`src/hdl/lpde_pkg.sv`:
```
`timescale 1ns / 1ps
`default_nettype none

package lpde_pkg;

   localparam int unsigned PACKETS_PER_CAPTURE = 10;

   localparam logic [7:0] SYNC_BYTE           = 8'hFA;
   localparam logic [7:0] INDEX_LOW           = 8'hA0;
   localparam logic [7:0] INDEX_HIGH          = 8'hF9;
   localparam logic [7:0] INVALID_ABOVE_RESET = 8'h18;

   localparam logic [4:0] HUNT_LAST   = 5'd22;
   localparam logic [4:0] PACKET_LAST = 5'd21;
   localparam logic [4:0] INDEX_POS   = 5'd1;
   localparam logic [4:0] FIRST_POS   = 5'd2;
   localparam logic [4:0] LOW_FIRST   = 5'd4;
   localparam logic [4:0] LOW_LAST    = 5'd16;
   localparam logic [4:0] HIGH_FIRST  = 5'd5;
   localparam logic [4:0] HIGH_LAST   = 5'd17;
   localparam logic [3:0] LAST_PACKET = 4'(PACKETS_PER_CAPTURE - 1);

   localparam int unsigned FIFO_DEPTH = 4;
   localparam int unsigned FIFO_AW    = $clog2(FIFO_DEPTH);
   localparam int unsigned FIFO_CW    = $clog2(FIFO_DEPTH + 1);

   localparam int unsigned CSR_AW = 3;
   localparam logic REG_INVALID_ABOVE = 1'b0;

   typedef enum logic [3:0] {
      PHASE_IDLE = 4'b0001,
      PHASE_HUNT = 4'b0010,
      PHASE_WALK = 4'b0100,
      PHASE_DONE = 4'b1000
   } phase_type;

   typedef struct packed {
      logic [7:0] out_byte;
      logic       last_of_capture;
      logic       no_sync;
   } result_type;

   typedef struct packed {
      logic       first;
      logic       second;
      result_type res0;
      result_type res1;
   } push_type;

endpackage

`default_nettype wire

```
`src/hdl/lpde_req_if.sv`:
```
`timescale 1ns / 1ps
`default_nettype none

interface lpde_req_if;
   logic       valid;
   logic       ready;
   logic [7:0] data_byte;
   logic       first_of_capture;

   modport source (output valid, output data_byte, output first_of_capture, input ready);
   modport sink (input valid, input data_byte, input first_of_capture, output ready);
endinterface

`default_nettype wire

```
`src/hdl/lpde_rsp_if.sv`:
```
`timescale 1ns / 1ps
`default_nettype none

interface lpde_rsp_if;
   logic       valid;
   logic       ready;
   logic [7:0] out_byte;
   logic       last_of_capture;
   logic       no_sync;

   modport source (output valid, output out_byte, output last_of_capture, output no_sync,
                   input ready);
   modport sink (input valid, input out_byte, input last_of_capture, input no_sync,
                 output ready);
endinterface

`default_nettype wire

```
`src/hdl/lpde_parse.sv`:
```
`timescale 1ns / 1ps
`default_nettype none

module lpde_parse
   import lpde_pkg::*;
(
   input  wire logic       clock,
   input  wire logic       reset,
   input  wire logic       step,
   input  wire logic [7:0] data_byte,
   input  wire logic       first_of_capture,
   input  wire logic [7:0] invalid_above,
   output push_type        push
);

   phase_type  phase_ff, phase_in, cur_phase;
   logic [7:0] prev_ff;
   logic [4:0] hunt_ff, hunt_in, cur_hunt;
   logic [4:0] pos_ff, pos_in, cur_pos;
   logic [3:0] count_ff, count_in, cur_count;
   logic [7:0] held_ff, held_in;
   logic       sync_match, is_low, is_high, is_last, bad;

   // a first byte restarts the hunt before it is looked at
   assign cur_phase = first_of_capture ? PHASE_HUNT : phase_ff;
   assign cur_hunt  = first_of_capture ? 5'd0 : hunt_ff;
   assign cur_pos   = first_of_capture ? 5'd0 : pos_ff;
   assign cur_count = first_of_capture ? 4'd0 : count_ff;

   assign sync_match = (cur_hunt != 5'd0) && (prev_ff == SYNC_BYTE) &&
                       (data_byte >= INDEX_LOW) && (data_byte <= INDEX_HIGH);
   assign is_low  = (cur_pos[1:0] == 2'd0) && (cur_pos >= LOW_FIRST) && (cur_pos <= LOW_LAST);
   assign is_high = (cur_pos[1:0] == 2'd1) && (cur_pos >= HIGH_FIRST) &&
                    (cur_pos <= HIGH_LAST);
   assign is_last = (cur_pos == HIGH_LAST) && (cur_count >= LAST_PACKET);
   assign bad     = data_byte > invalid_above;

   always_comb begin
      push     = '0;
      phase_in = cur_phase;
      hunt_in  = cur_hunt;
      pos_in   = cur_pos;
      count_in = cur_count;
      held_in  = held_ff;
      unique case (cur_phase)
         PHASE_HUNT: begin
            priority if (sync_match) begin
               push.first = 1'b1;
               push.res0  = '{out_byte: data_byte, last_of_capture: 1'b0, no_sync: 1'b0};
               phase_in   = PHASE_WALK;
               pos_in     = FIRST_POS;
               count_in   = 4'd0;
            end else if (cur_hunt >= HUNT_LAST) begin
               push.first = 1'b1;
               push.res0  = '{out_byte: 8'd0, last_of_capture: 1'b1, no_sync: 1'b1};
               phase_in   = PHASE_DONE;
            end else begin
               hunt_in = cur_hunt + 5'd1;
            end
         end
         PHASE_WALK: begin
            if (cur_pos == INDEX_POS) begin
               push.first = 1'b1;
               push.res0  = '{out_byte: data_byte, last_of_capture: 1'b0, no_sync: 1'b0};
            end
            if (is_low) begin
               held_in = data_byte;
            end
            if (is_high) begin
               push.first = 1'b1;
               push.second = 1'b1;
               push.res0 = '{out_byte: (bad ? 8'd0 : held_ff), last_of_capture: 1'b0,
                             no_sync: 1'b0};
               push.res1 = '{out_byte: (bad ? 8'd0 : data_byte), last_of_capture: is_last,
                             no_sync: 1'b0};
            end
            priority if (is_high && is_last) begin
               phase_in = PHASE_DONE;
            end else if (cur_pos >= PACKET_LAST) begin
               pos_in   = 5'd0;
               count_in = cur_count + 4'd1;
            end else begin
               pos_in = cur_pos + 5'd1;
            end
         end
         default: ;
      endcase
   end

   always_ff @(posedge clock) begin
      if (reset) begin
         phase_ff <= PHASE_IDLE;
         prev_ff  <= 8'd0;
         hunt_ff  <= 5'd0;
         pos_ff   <= 5'd0;
         count_ff <= 4'd0;
      end else if (step) begin
         phase_ff <= phase_in;
         prev_ff  <= data_byte;
         hunt_ff  <= hunt_in;
         pos_ff   <= pos_in;
         count_ff <= count_in;
      end
   end

   always_ff @(posedge clock) begin
      if (step) begin
         held_ff <= held_in;
      end
   end

endmodule

`default_nettype wire

```
`src/hdl/lpde_fifo.sv`:
```
`timescale 1ns / 1ps
`default_nettype none

module lpde_fifo
   import lpde_pkg::*;
(
   input  wire logic             clock,
   input  wire logic             reset,
   input  wire push_type         push,
   input  wire logic             pop,
   output result_type            head,
   output logic                  not_empty,
   output logic [FIFO_CW-1:0]    fill
);

   result_type           entry_ff [FIFO_DEPTH];
   logic [FIFO_AW-1:0]   wr_ff, wr_in, rd_ff, rd_in;
   logic [FIFO_CW-1:0]   fill_ff, fill_in;
   logic [FIFO_AW-1:0]   wr_next;

   assign wr_next = wr_ff + FIFO_AW'(1);

   always_comb begin
      wr_in   = wr_ff + FIFO_AW'(push.first) + FIFO_AW'(push.second);
      rd_in   = rd_ff + FIFO_AW'(pop);
      fill_in = fill_ff + FIFO_CW'(push.first) + FIFO_CW'(push.second) - FIFO_CW'(pop);
   end

   always_ff @(posedge clock) begin
      if (reset) begin
         wr_ff   <= '0;
         rd_ff   <= '0;
         fill_ff <= '0;
      end else begin
         wr_ff   <= wr_in;
         rd_ff   <= rd_in;
         fill_ff <= fill_in;
      end
   end

   always_ff @(posedge clock) begin
      if (push.first) begin
         entry_ff[wr_ff] <= push.res0;
      end
      if (push.second) begin
         entry_ff[wr_next] <= push.res1;
      end
   end

   assign head      = entry_ff[rd_ff];
   assign not_empty = fill_ff != '0;
   assign fill      = fill_ff;

endmodule

`default_nettype wire

```
`src/hdl/lidar_packet_distance_extractor.sv`:
```
`timescale 1ns / 1ps
`default_nettype none

// channel   direction  payload
// req_bus   in         data_byte[7:0], first_of_capture
// rsp_bus   out        out_byte[7:0], last_of_capture, no_sync
// csr_*     in/out     apb write/read of invalid_above at byte address 0
//
// a byte is registered in the input stage; its results (two for a distance high byte)
// are then written into the result queue, whose head drives rsp_bus.
// the queue drains one rsp beat per cycle while rsp_bus.ready is high; the input
// stage takes one byte per cycle while the queue has room for two results.
// reset is synchronous; it clears the parser state, the queue and invalid_above (24).
// a stalled rsp side backs up through the 4-entry queue into req_bus.ready.
module lidar_packet_distance_extractor
   import lpde_pkg::*;
(
   input  wire logic              clock,
   input  wire logic              reset,
   lpde_req_if.sink               req_bus,
   lpde_rsp_if.source             rsp_bus,
   input  wire logic              csr_psel,
   input  wire logic              csr_penable,
   input  wire logic              csr_pwrite,
   input  wire logic [CSR_AW-1:0] csr_paddr,
   input  wire logic [31:0]       csr_pwdata,
   output logic [31:0]            csr_prdata,
   output logic                   csr_pready
);

   logic               stage_valid_ff, stage_valid_in;
   logic [7:0]         stage_byte_ff;
   logic               stage_first_ff;
   logic               advance;
   logic               accept;
   logic [7:0]         invalid_above_ff;
   push_type           parse_push;
   push_type           queue_push;
   result_type         head;
   logic               not_empty;
   logic [FIFO_CW-1:0] fill;
   logic               pop;

   // room for two results keeps the queue from overflowing
   assign advance = stage_valid_ff && (fill <= FIFO_CW'(FIFO_DEPTH - 2));
   assign req_bus.ready = !stage_valid_ff || advance;
   assign accept = req_bus.valid && req_bus.ready;
   assign stage_valid_in = accept || (stage_valid_ff && !advance);

   always_ff @(posedge clock) begin
      if (reset) begin
         stage_valid_ff <= 1'b0;
      end else begin
         stage_valid_ff <= stage_valid_in;
      end
   end

   always_ff @(posedge clock) begin
      if (accept) begin
         stage_byte_ff  <= req_bus.data_byte;
         stage_first_ff <= req_bus.first_of_capture;
      end
   end

   always_ff @(posedge clock) begin
      if (reset) begin
         invalid_above_ff <= INVALID_ABOVE_RESET;
      end else if (csr_psel && csr_penable && csr_pwrite &&
                   csr_paddr[2] == REG_INVALID_ABOVE) begin
         invalid_above_ff <= csr_pwdata[7:0];
      end
   end

   assign csr_pready  = 1'b1;
   assign csr_prdata  = (csr_paddr[2] == REG_INVALID_ABOVE) ? {24'd0, invalid_above_ff} : 32'd0;

   lpde_parse u_parse (
      .clock            (clock),
      .reset            (reset),
      .step             (advance),
      .data_byte        (stage_byte_ff),
      .first_of_capture (stage_first_ff),
      .invalid_above    (invalid_above_ff),
      .push             (parse_push)
   );

   always_comb begin
      queue_push        = parse_push;
      queue_push.first  = parse_push.first && advance;
      queue_push.second = parse_push.second && advance;
   end

   assign pop = rsp_bus.valid && rsp_bus.ready;

   lpde_fifo u_fifo (
      .clock     (clock),
      .reset     (reset),
      .push      (queue_push),
      .pop       (pop),
      .head      (head),
      .not_empty (not_empty),
      .fill      (fill)
   );

   assign rsp_bus.valid           = not_empty;
   assign rsp_bus.out_byte        = head.out_byte;
   assign rsp_bus.last_of_capture = head.last_of_capture;
   assign rsp_bus.no_sync         = head.no_sync;

   a_fill_bound: assert property (@(posedge clock) disable iff (reset)
      fill <= FIFO_CW'(FIFO_DEPTH))
      else $error("result queue overfilled");

   a_second_needs_first: assert property (@(posedge clock) disable iff (reset)
      queue_push.second |-> queue_push.first)
      else $error("second result pushed without first");

   a_no_sync_is_last: assert property (@(posedge clock) disable iff (reset)
      (rsp_bus.valid && rsp_bus.no_sync) |-> rsp_bus.last_of_capture)
      else $error("no_sync result not marked last");

   a_stage_holds: assert property (@(posedge clock) disable iff (reset)
      (stage_valid_ff && !advance) |=> (stage_valid_ff && $stable(stage_byte_ff)))
      else $error("stalled input stage lost its byte");

endmodule

`default_nettype wire
```
`src/flat_wrapper.sv`:
```
// flat-port wrapper written by rule: the top's interface ports become plain ports
module lidar_packet_distance_extractor_flat import lpde_pkg::*;
  (clock, reset, csr_psel, csr_penable, csr_pwrite, csr_paddr, csr_pwdata, csr_prdata, csr_pready, req_bus_valid, req_bus_data_byte, req_bus_first_of_capture, req_bus_ready, rsp_bus_valid, rsp_bus_out_byte, rsp_bus_last_of_capture, rsp_bus_no_sync, rsp_bus_ready);
  lpde_req_if req_bus_i ();
  lpde_rsp_if rsp_bus_i ();
  input  wire logic clock;
  input  wire logic reset;
  input  wire logic csr_psel;
  input  wire logic csr_penable;
  input  wire logic csr_pwrite;
  input  wire logic [CSR_AW-1:0] csr_paddr;
  input  wire logic [31:0] csr_pwdata;
  output logic [31:0] csr_prdata;
  output logic csr_pready;
  input wire logic [$bits(req_bus_i.valid)-1:0] req_bus_valid;
  input wire logic [$bits(req_bus_i.data_byte)-1:0] req_bus_data_byte;
  input wire logic [$bits(req_bus_i.first_of_capture)-1:0] req_bus_first_of_capture;
  output wire logic [$bits(req_bus_i.ready)-1:0] req_bus_ready;
  output wire logic [$bits(rsp_bus_i.valid)-1:0] rsp_bus_valid;
  output wire logic [$bits(rsp_bus_i.out_byte)-1:0] rsp_bus_out_byte;
  output wire logic [$bits(rsp_bus_i.last_of_capture)-1:0] rsp_bus_last_of_capture;
  output wire logic [$bits(rsp_bus_i.no_sync)-1:0] rsp_bus_no_sync;
  input wire logic [$bits(rsp_bus_i.ready)-1:0] rsp_bus_ready;
  assign req_bus_i.valid = req_bus_valid;
  assign req_bus_i.data_byte = req_bus_data_byte;
  assign req_bus_i.first_of_capture = req_bus_first_of_capture;
  assign req_bus_ready = req_bus_i.ready;
  assign rsp_bus_valid = rsp_bus_i.valid;
  assign rsp_bus_out_byte = rsp_bus_i.out_byte;
  assign rsp_bus_last_of_capture = rsp_bus_i.last_of_capture;
  assign rsp_bus_no_sync = rsp_bus_i.no_sync;
  assign rsp_bus_i.ready = rsp_bus_ready;
  lidar_packet_distance_extractor u_core (.clock(clock), .reset(reset), .req_bus(req_bus_i), .rsp_bus(rsp_bus_i), .csr_psel(csr_psel), .csr_penable(csr_penable), .csr_pwrite(csr_pwrite), .csr_paddr(csr_paddr), .csr_pwdata(csr_pwdata), .csr_prdata(csr_prdata), .csr_pready(csr_pready));
endmodule
```
`config.mk`:
```
export PLATFORM = sky130hd
export DESIGN_NAME = lidar_packet_distance_extractor_flat
export DESIGN_NICKNAME = d
export VERILOG_FILES = /design/src/hdl/lpde_pkg.sv /design/src/hdl/lpde_req_if.sv /design/src/hdl/lpde_rsp_if.sv /design/src/hdl/lpde_parse.sv /design/src/hdl/lpde_fifo.sv /design/src/hdl/lidar_packet_distance_extractor.sv /design/src/flat_wrapper.sv
export SDC_FILE = /design/constraint.sdc
export NUM_CORES = 1
export LEC_CHECK = 0
export BUFFER_PORTS_ARGS = -buffer_cell sky130_fd_sc_hd__buf_4
export CAP_MARGIN = 40
export CORE_MARGIN = 2
export CORE_UTILIZATION = 35
export CTS_CLUSTER_DIAMETER = 60
export DETAILED_ROUTE_END_ITERATION = 8
export MAX_ROUTING_LAYER = met4
export PLACE_DENSITY_LB_ADDON = 0.2
export SKIP_CTS_REPAIR_TIMING = 1
export SLEW_MARGIN = 20
export SYNTH_ARGS = -nofsm -noshare
export SYNTH_HDL_FRONTEND = slang
export SYNTH_SLANG_ARGS = --single-unit
```
`constraint.sdc`:
```
create_clock -name clock -period 9.4 [get_ports clock]
set_clock_uncertainty 0.15 [all_clocks]
set_input_delay 1.41 -clock clock [delete_from_list [all_inputs] [get_ports clock]]
set_output_delay 1.41 -clock clock [all_outputs]
set_load 0.01 [all_outputs]
```
Word-level counts from Yosys, hierarchy flattened
Memory sizes are Yosys's and may differ from the RTL's. A register that Yosys moved wholly into a read port is not among the register bits.
Index checks and enable logic that the tools add are counted.
W data, S select, Z words.
{"block": "word_totals", "out_inout_bits": 45, "memories": 1, "reg_bits": 59, "ram_bits": 40, "input_bits": 51, "wordCells": 106}
{"block": "classes", "add_sub_neg": 10, "bitwise_logic": 1, "mux": 38, "magnitude_cmp": 11, "n_eq_ne": 6, "n_reduce_logical": 26}
{"memory": "u_core.u_fifo.entry_ff", "depth": 4, "width": 10, "rd": 1, "rd_ports_with_merged_regs": 1, "wr": 2, "line_no": "lpde_fifo.sv:16", "rtl": "result_type entry_ff [FIFO_DEPTH];"}
{"operator": "$mux W5", "count": 8}
{"operator": "$mux W4", "count": 8}
{"operator": "$mux W10", "count": 3}
{"operator": "$mux W8", "count": 3}
{"operator": "$mux W22", "count": 1}
{"operator": "$pmux W10 S2", "count": 1}
{"operator": "$logic_and A1 B1 Y1", "count": 18}
{"operator": "$pmux W4 S2", "count": 2}
{"operator": "$add A5 B1 Y5 const B", "count": 2}
{"operator": "$ge A5 B3 Y1 const B", "count": 2}
{"operator": "$ge A5 B5 Y1 const B", "count": 2}
{"operator": "$le A5 B5 Y1 const B", "count": 2}
{"operator": "$pmux W5 S2", "count": 1}
{"operator": "$eq A8 B8 Y1 const B", "count": 1}
{"operator": "$ge A8 B8 Y1 const B", "count": 1}
{"operator": "$gt A8 B8 Y1", "count": 1}
{"operator": "$le A8 B8 Y1 const B", "count": 1}
{"operator": "$mux W1", "count": 8}
{"operator": "$add A2 B1 Y2", "count": 3}
{"operator": "$add A3 B1 Y3", "count": 2}
{"operator": "$eq A5 B1 Y1 const B", "count": 1}
{"operator": "$eq A5 B5 Y1 const B", "count": 1}
{"operator": "$reduce_bool A5 Y1", "count": 1}
{"operator": "$add A4 B1 Y4 const B", "count": 1}
{"operator": "other kinds (15)", "count": 18}

Logic depth before layout (Yosys ltp)
Gate-level depths: netlist of run 1.
{"block": "depth", "ltp_word": 11, "depth_mapped": 15}

Hierarchy
Synthesis of run 1 repeated with hierarchy kept, for this count alone.
{"block": "unflattened", "cells_unflattened": 499, "hier_area_um2": 5677.9}
{"mod": "lpde_fifo", "cells_per_inst": 135, "area_per_inst_um2": 2384.8, "n_inst": 1, "seq_area_each_um2": 1341.3}
{"mod": "lpde_parse", "cells_per_inst": 272, "area_per_inst_um2": 2314.7, "n_inst": 1, "seq_area_each_um2": 760.7}
{"mod": "lidar_packet_distance_extractor", "cells_per_inst": 92, "area_per_inst_um2": 978.4, "n_inst": 1, "seq_area_each_um2": 450.4}

Worst setup path after synthesis of run 1
No wires, ideal clock.
{"block": "synth_timing", "path_type": "flip-flop to flip-flop", "start": "register u_core.stage_first_ff", "end": "register u_core.u_fifo.fill_ff[2], in the netlist u_core.u_fifo.fill[2]", "period_less_slack_ps": 3472, "path_stages_with_launch": 16, "setup_slack_ps": 5928, "arrival_ps": 3195, "n_path_buf": 2, "path_cell_list": "edfxtp_1 clkbuf_1 clkbuf_1 nand2b_1 inv_1 ha_1 o21a_1 o21a_1 a32oi_1 a21oi_2 xnor2_1 ha_1 a21o_1 fa_1 xor2_1 nor2_1"}
{"block": "synth_between", "elab_chain_cells": 11}
{"element": "start, declared", "line_no": "lidar_packet_distance_extractor.sv:33", "rtl": "logic stage_first_ff;"}
{"element": "start signal, assigned", "line_no": "lidar_packet_distance_extractor.sv:61", "rtl": "stage_first_ff <= req_bus.first_of_capture;"}
{"element": "branches (longest 9 deep; another with $ge A5 B3 Y1)"}
{"element": "$add A3 B1 Y3 (*)", "line_no": "lpde_fifo.sv:26", "rtl": "fill_in = fill_ff + FIFO_CW'(push.first) + FIFO_CW'(push.second) - FIFO_CW'(pop);"}
{"element": "$sub A3 B1 Y3 (*)", "line_no": "lpde_fifo.sv:26"}
{"element": "end signal, assigned", "line_no": "lpde_fifo.sv:37", "rtl": "fill_ff <= fill_in;"}
{"element": "end, declared", "line_no": "lpde_fifo.sv:18", "rtl": "logic [FIFO_CW-1:0] fill_ff, fill_in;"}
Mark *: on every way between the ends.
A chain may end at the register's enable or synchronous reset.

==> results.yml, run 1 <==
routing:
  vias: 4132
  wl_mm: 12.2
  wl_per_cell_um: 16.0
  route.detailed.drc: 0
  drt_pass1_iterations: 5
  routed_via_density: 5.40
  drt_iter0_markers: 385
  antenna_left: 0
power:
  netSwitchingFraction_pct: 29.0
  p_switching_uw: 301
  p_seq_share_pct: 49.3
  internal-power_uw: 739
  power_frac_clock_pct: 34.3
  leakage_nw: 2.03
  peakVddDrop_v: 0.000104
  power_density_nw_per_um2: 173
  p_comb_share_pct: 16.4
placed_design:
  dp_cells: 749
  port_buffers: 44
  dp_hpwl_mm: 8.66
  gp_congestion: 0.804
  dpl_cell_area_sq_um: 5750
clock_tree:
  numCtsBuffers: 9
  cts_tree: "built"
  root_buffer: "clkbuf_16"
  clockBufferDepth: 2
  clkSinkCount: 99
  htree_levels: 3
  cts.clk_slew.worst_paths_ns: 0.07
  insertion_delay_ns: 0.35
synth:
  synth_most_common_cell: "nand2_1"
  syn_area_sq_um: 5370
  synth_cell_types: 68
  synth-edff-count: 53
  synthTopCellsByArea: "edfxtp_1 30%, dfxtp_1 17%, nand2_1 4.9%"
  yosysTopAreaCellShare_pct: 29.6
  seq_area_frac_synth_pct: 46.8
  synthArstFlopShare_pct: 0
  yosys-top-cells-count: "70 x nand2_1, 53 x edfxtp_1, 46 x dfxtp_1"
  synth_ff_type: "edfxtp_1"
  avgSynthCellArea_sq_um: 9.91
  synth_top_area_cell: "edfxtp_1"
  ys_ff_latch: 99
  ys.warnings.count: 0
  syn_inst: 542
job:
  maxCapViolCount: 0
floorplan:
  start_util_pct: 35.6
  die_x_um: 128
  core_region_area_sq_um: 15100
  dieArea_sq_um: 16300
  ios: 96
  fp.dieH_um: 128
  core.rowCount: 45
setup_path:
  cp.required_ns: 9.23
  worst_setup_path_start_kind: "register"
  crit_type: "register to register"
  cp_slowest_cell: "nand2_1"
  rr_startpoint: "u_core.stage_first_ff"
  worstPathArrival_ns: 3.49
  worstPathMaxFanout: 25
  end_kind: "register"
  slowest_delay_ns: 0.63
  critPathBufInv: 1
  reg2reg_to: "u_core.u_fifo.entry_ff[3][1]"
  cp_top_family: "simple AND/OR/NAND/NOR gates"
  path_common_cell: "nand2_1"
  r2r_setup_slack_ns: 5.74
  worstRegToRegCells: 9
  cp_cell_sequence: "buf_4 > nand2b_1 > ha_1 > nor4b_1 > nor4_2 > nand4_4 > nand2_1 > nand4_1 > nand2_1"
worst_hold_path:
  min_to: "u_core.invalid_above_ff[1]"
  hp-start: "u_core.invalid_above_ff[1]"
  holdCritPathClass: "register to register"
  holdPathStages: 2
final_layout:
  nFillCells: 1509
  multi_input_area_sq_um: 2530
  synthToLayoutAreaGrowth_pct: 12.3
  final_layout_size_suffix_gt1_share_pct: 15.8
  finalNetCount: 644
  antennaDiodeCount: 0
  register_area_sq_um: 2510
  final_cells: 765
  design_area_sq_um: 6030
timing:
  period_share_pct: 38.9
  period_minus_slack_ns: 3.66
  slew_headroom_pct: 49.8
  grt_setup_unrepaired: "false"
  slew_violations: 0
  fmaxAchievable_ghz: 0.273
  tightestPinTransition_ns: 0.752
  tns_ns: 0
  setup_viol: 0
  hold_violations: 0
global_routing:
  antenna_found_initial: 0
  grt_pass1_wl_mm: 19.8
  grt_pass1_vias: 3953
  grt_usage_pct: 15.8
  grt_max_degree: 43
  overflow: 0
outcome:
  status: "complete, no violations"
sequential cells by signal (all words and copies together) (netlist names):
signal                   count
u_core.stage_valid_ff        1
u_core.u_fifo.wr_ff          2
u_core.u_parse.hunt_ff       5
u_core.u_fifo.rd_ff          2
u_core.u_parse.prev_ff       8
u_core.u_fifo.entry_ff      40
u_core.u_parse.held_ff       8
u_core.u_parse.phase_ff      4
u_core.invalid_above_ff      8
u_core.u_parse.count_ff      4
u_core.stage_byte_ff         8
u_core.u_fifo.fill           3
u_core.stage_first_ff        1
u_core.u_parse.pos_ff        5
how the worst max path moves through the flow:
stage / start / to / slack, ns / cells past startpoint
floorplan: u_core.stage_first_ff / u_core.u_fifo.fill[2] / 5.93 / 15
global placement: u_core.stage_first_ff / u_core.u_fifo.entry_ff[3][7] / 5.80 / 9
detailed placement: u_core.stage_first_ff / u_core.u_fifo.entry_ff[3][3] / 5.77 / 9
CTS: u_core.stage_first_ff / u_core.u_fifo.entry_ff[3][1] / 5.75 / 9
global route: u_core.stage_first_ff / u_core.u_fifo.entry_ff[3][1] / 5.54 / 9
finish: u_core.stage_first_ff / u_core.u_fifo.entry_ff[3][1] / 5.74 / 9
placed cells by master, fill, tap and decap left out, types with 3 or more instances in the layout:
master and n:
buf_4 49, mux4_2 10, a22oi_1 7, and2_1 3
o21a_1 5, nand2_1 70, inv_6 3, conb_1 25
clkbuf_16 9, nand2b_1 7, a21oi_1 40, nor2b_1 7
inv_1 22, xnor2_1 4, a31oi_1 7, or3_1 5
o21ai_0 14, ha_1 20, and3_1 5, nor2_1 45
nand4b_1 3, edfxtp_1 53, o22ai_1 36, nor3b_1 3
mux2i_1 4, nor3_1 3, dfxtp_1 46, a311oi_1 3
nand3_1 12, nand4_1 6
power groups by stage:
stage	clock network [mW]	logic, mW	registers (mW)
after floorplan	0	0.143	0.501
after global placement	0	0.162	0.523
after detailed placement	0	0.172	0.524
after CTS	0.367	0.172	0.515
after global routing	0.384	0.192	0.520
final	0.356	0.171	0.513
worst reg2reg max path: stages, from the launching register on:
cell      delay (ns)
edfxtp_1        0.36
buf_4           0.23
nand2b_1        0.23
ha_1            0.25
nor4b_1         0.17
nor4_2          0.33
nand4_4         0.24
nand2_1         0.18
nand4_1         0.53
nand2_1         0.63
cells by family after synthesis:
logic type	share of synthesized area [%]
other	0.140
adder cells (fa/ha/maj)	5.03
flip-flops	46.8
AO/OA/AOI/OAI	16.6
multiplexers	5.15
XOR/XNOR	0.816
buffers and inverters	7.64
AND/OR/NAND/NOR	17.8
area by class of cell:
class                      instances  area share (%)
timing repair buffer              50            6.35
clock inverter                     7           0.934
tap                              188            3.90
sequential                        99            41.7
clock buffer                       9            3.74
multi-input combinational        390            42.0
inverter                          22            1.37
metal layers:
layer	track usage (%)	share of wire, %	wire length, um	vias up
met5	-	0	0	-
met4	5.56	1.8	221	0
met3	2.55	3.8	469	18
met2	26.6	49	6000	113
met1	19.3	45	5520	2002
li1	-	-	-	1999
through the flow:
step	power (mW)	setup slack (ns)	util, %	hold WS (ns)
2_1_floorplan	0.644	5.93	-	0.285
3_3_place_gp	0.684	5.80	37.9	0.293
3_5_place_dp	0.696	5.77	38.1	0.297
4_1_cts	1.05	5.75	39.9	0.308
5_1_grt	1.10	5.54	39.9	0.331
6_report	1.04	5.74	39.9	0.307
No activity file was read; power rests on OpenSTA's default activity.
==> inputs of run 2 (changes only) <==
==> constraint.sdc (replaced) <==
create_clock -name clock -period 3.3 [get_ports clock]
set_clock_uncertainty 0.15 [all_clocks]
set_input_delay 0.495 -clock clock [delete_from_list [all_inputs] [get_ports clock]]
set_output_delay 0.495 -clock clock [all_outputs]
set_load 0.01 [all_outputs]
==> run 2 against run 1 <==
  * Wire length is 2.0% higher
  * Count of clock-buffer cells in the layout stayed put
  * Final cell count is 1.4% higher
==> results.yml, run 2 (synthesis gave the netlist of run 1 again) <==
outcome:
  status: "complete, no violations"
global_routing:
  grt_max_degree: 43
  overflow: 0
  antenna_found_initial: 0
  grt_usage_pct: 16.6
  grt_pass1_vias: 3967
  grt_pass1_wl_mm: 20.6
setup_path:
  cp_top_family: "simple AND/OR/NAND/NOR gates"
  critPathBufInv: 0
  cp_cell_sequence: "nand2b_1 > ha_4 > nor4b_1 > nor4_2 > nand4_4 > a21oi_4 > xnor2_1 > ha_2 > a21o_1 > fa_2 > nor2b_1"
  cp_slowest_cell: "fa_2"
  worst_setup_path_start_kind: "register"
  worstPathArrival_ns: 3.21
  crit_type: "register to register"
  cp.required_ns: 3.44
  end_kind: "register"
  slowest_delay_ns: 0.52
  worstPathMaxFanout: 4
routing:
  wl_mm: 12.4
  drt_iter0_markers: 362
  routed_via_density: 5.21
  antenna_left: 0
  wl_met2_mm: 5.93
  route.detailed.drc: 0
  top_layer: "met4"
  wl_met1_mm: 5.73
  dr_wl_met3_um: 548
  drt_pass1_iterations: 4
  vias: 4041
  wl_per_cell_um: 16.0
timing:
  slew_headroom_pct: 51.8
  setup_viol: 0
  fmaxAchievable_ghz: 0.326
  tns_ns: 0
  hold_violations: 0
  tightestPinTransition_ns: 0.720
  slew_violations: 0
  period_share_pct: 92.8
  period_minus_slack_ns: 3.06
  grt_setup_unrepaired: "false"
final_layout:
  final_cells: 776
  final_common_cell: "nand2_1"
  nFillCells: 1476
  synthToLayoutAreaGrowth_pct: 14.5
  final_layout_size_suffix_gt1_share_pct: 18.2
  fin_util_pct: 40.8
  largest_register_ffs: 40
  top_register: "u_core.u_fifo.entry_ff"
  antennaDiodeCount: 0
  finalNetCount: 655
  design_area_sq_um: 6150
  final_cell_mix: "70 x nand2_1, 60 x buf_4, 53 x edfxtp_1"
power:
  peakVddDrop_v: 0.000202
  leakage_nw: 2.09
  power_density_nw_per_um2: 487
floorplan:
  ios: 96
  start_util_pct: 35.6
  dieArea_sq_um: 16300
  die_x_um: 128
  fp.dieH_um: 128
  core.rowCount: 45
  core_region_area_sq_um: 15100
clock_tree:
  insertion_delay_ns: 0.36
  htree_levels: 3
  cts.clk_slew.worst_paths_ns: 0.07
  numCtsBuffers: 9
  root_buffer: "clkbuf_16"
  clockBufferDepth: 2
  clkSinkCount: 99
  cts_tree: "built"
placed_design:
  gp_congestion: 0.785
  port_buffers: 44
  dpl_cell_area_sq_um: 5850
  dp_hpwl_mm: 8.76
  dp_cells: 759
job:
  maxCapViolCount: 0
worst_hold_path:
  holdCritPathClass: "input pin to register"
==> run 2: changes by cell type in the layout (fill, tap and decap cells not counted), sizes merged <==
cell,delta
buf,+11
==> run 2: final cells by class <==
cell class	instances	area [sq um]	share of cell area (%)
Clock buffer	9	225	3.66
Inverter	22	82.6	1.34
Sequential cell	99	2510	40.9
Multi-Input combinational cell	390	2570	41.8
Timing Repair Buffer	61	465	7.57
Tap cell	188	235	3.83
Clock inverter	7	56.3	0.916
==> run 2: path summary, 6_finish.rpt <==
kind,start,end,slack [ns],cells after the start
worst max-delay path,u_core.stage_first_ff,u_core.u_fifo.fill[1],0.24,11
worst min-delay path,req_bus_data_byte[0],u_core.stage_byte_ff[0],0.16,1
worst max register to register,u_core.stage_first_ff,u_core.u_fifo.fill[1],0.24,11
worst min register to register,u_core.invalid_above_ff[1],u_core.invalid_above_ff[1],0.31,2
==> run 2: where the power goes <==
| group | leakage (nW) | switching [mW] | total [mW] | internal, mW |
|---|---|---|---|---|
| clock | 0.139 | 0.502 | 1.03 | 0.524 |
| sequential | 0.781 | 0.0715 | 1.43 | 1.36 |
| combinational | 1.17 | 0.301 | 0.538 | 0.237 |
| total | 2.09 | 0.874 | 2.99 | 2.12 |
==> run 2: per-layer routing <==
| layer | track usage, % | vias up |
|---|---|---|
| met5 | - | - |
| met4 | 6.98 | 0 |
| met3 | 2.88 | 14 |
| met2 | 26.2 | 99 |
| met1 | 21.2 | 1912 |
| li1 | - | 2016 |
==> run 2: through the flow <==
step / hold slack, ns / power [mW] / setup slack, ns
3_5_place_dp: 0.297 / 1.99 / 0.153
5_1_grt: 0.146 / 3.15 / 0.0359
4_1_cts: 0.141 / 3.01 / 0.139
2_1_floorplan: 0.285 / 1.85 / 0.00881
3_3_place_gp: 0.294 / 1.97 / 0.242
6_report: 0.156 / 2.99 / 0.237
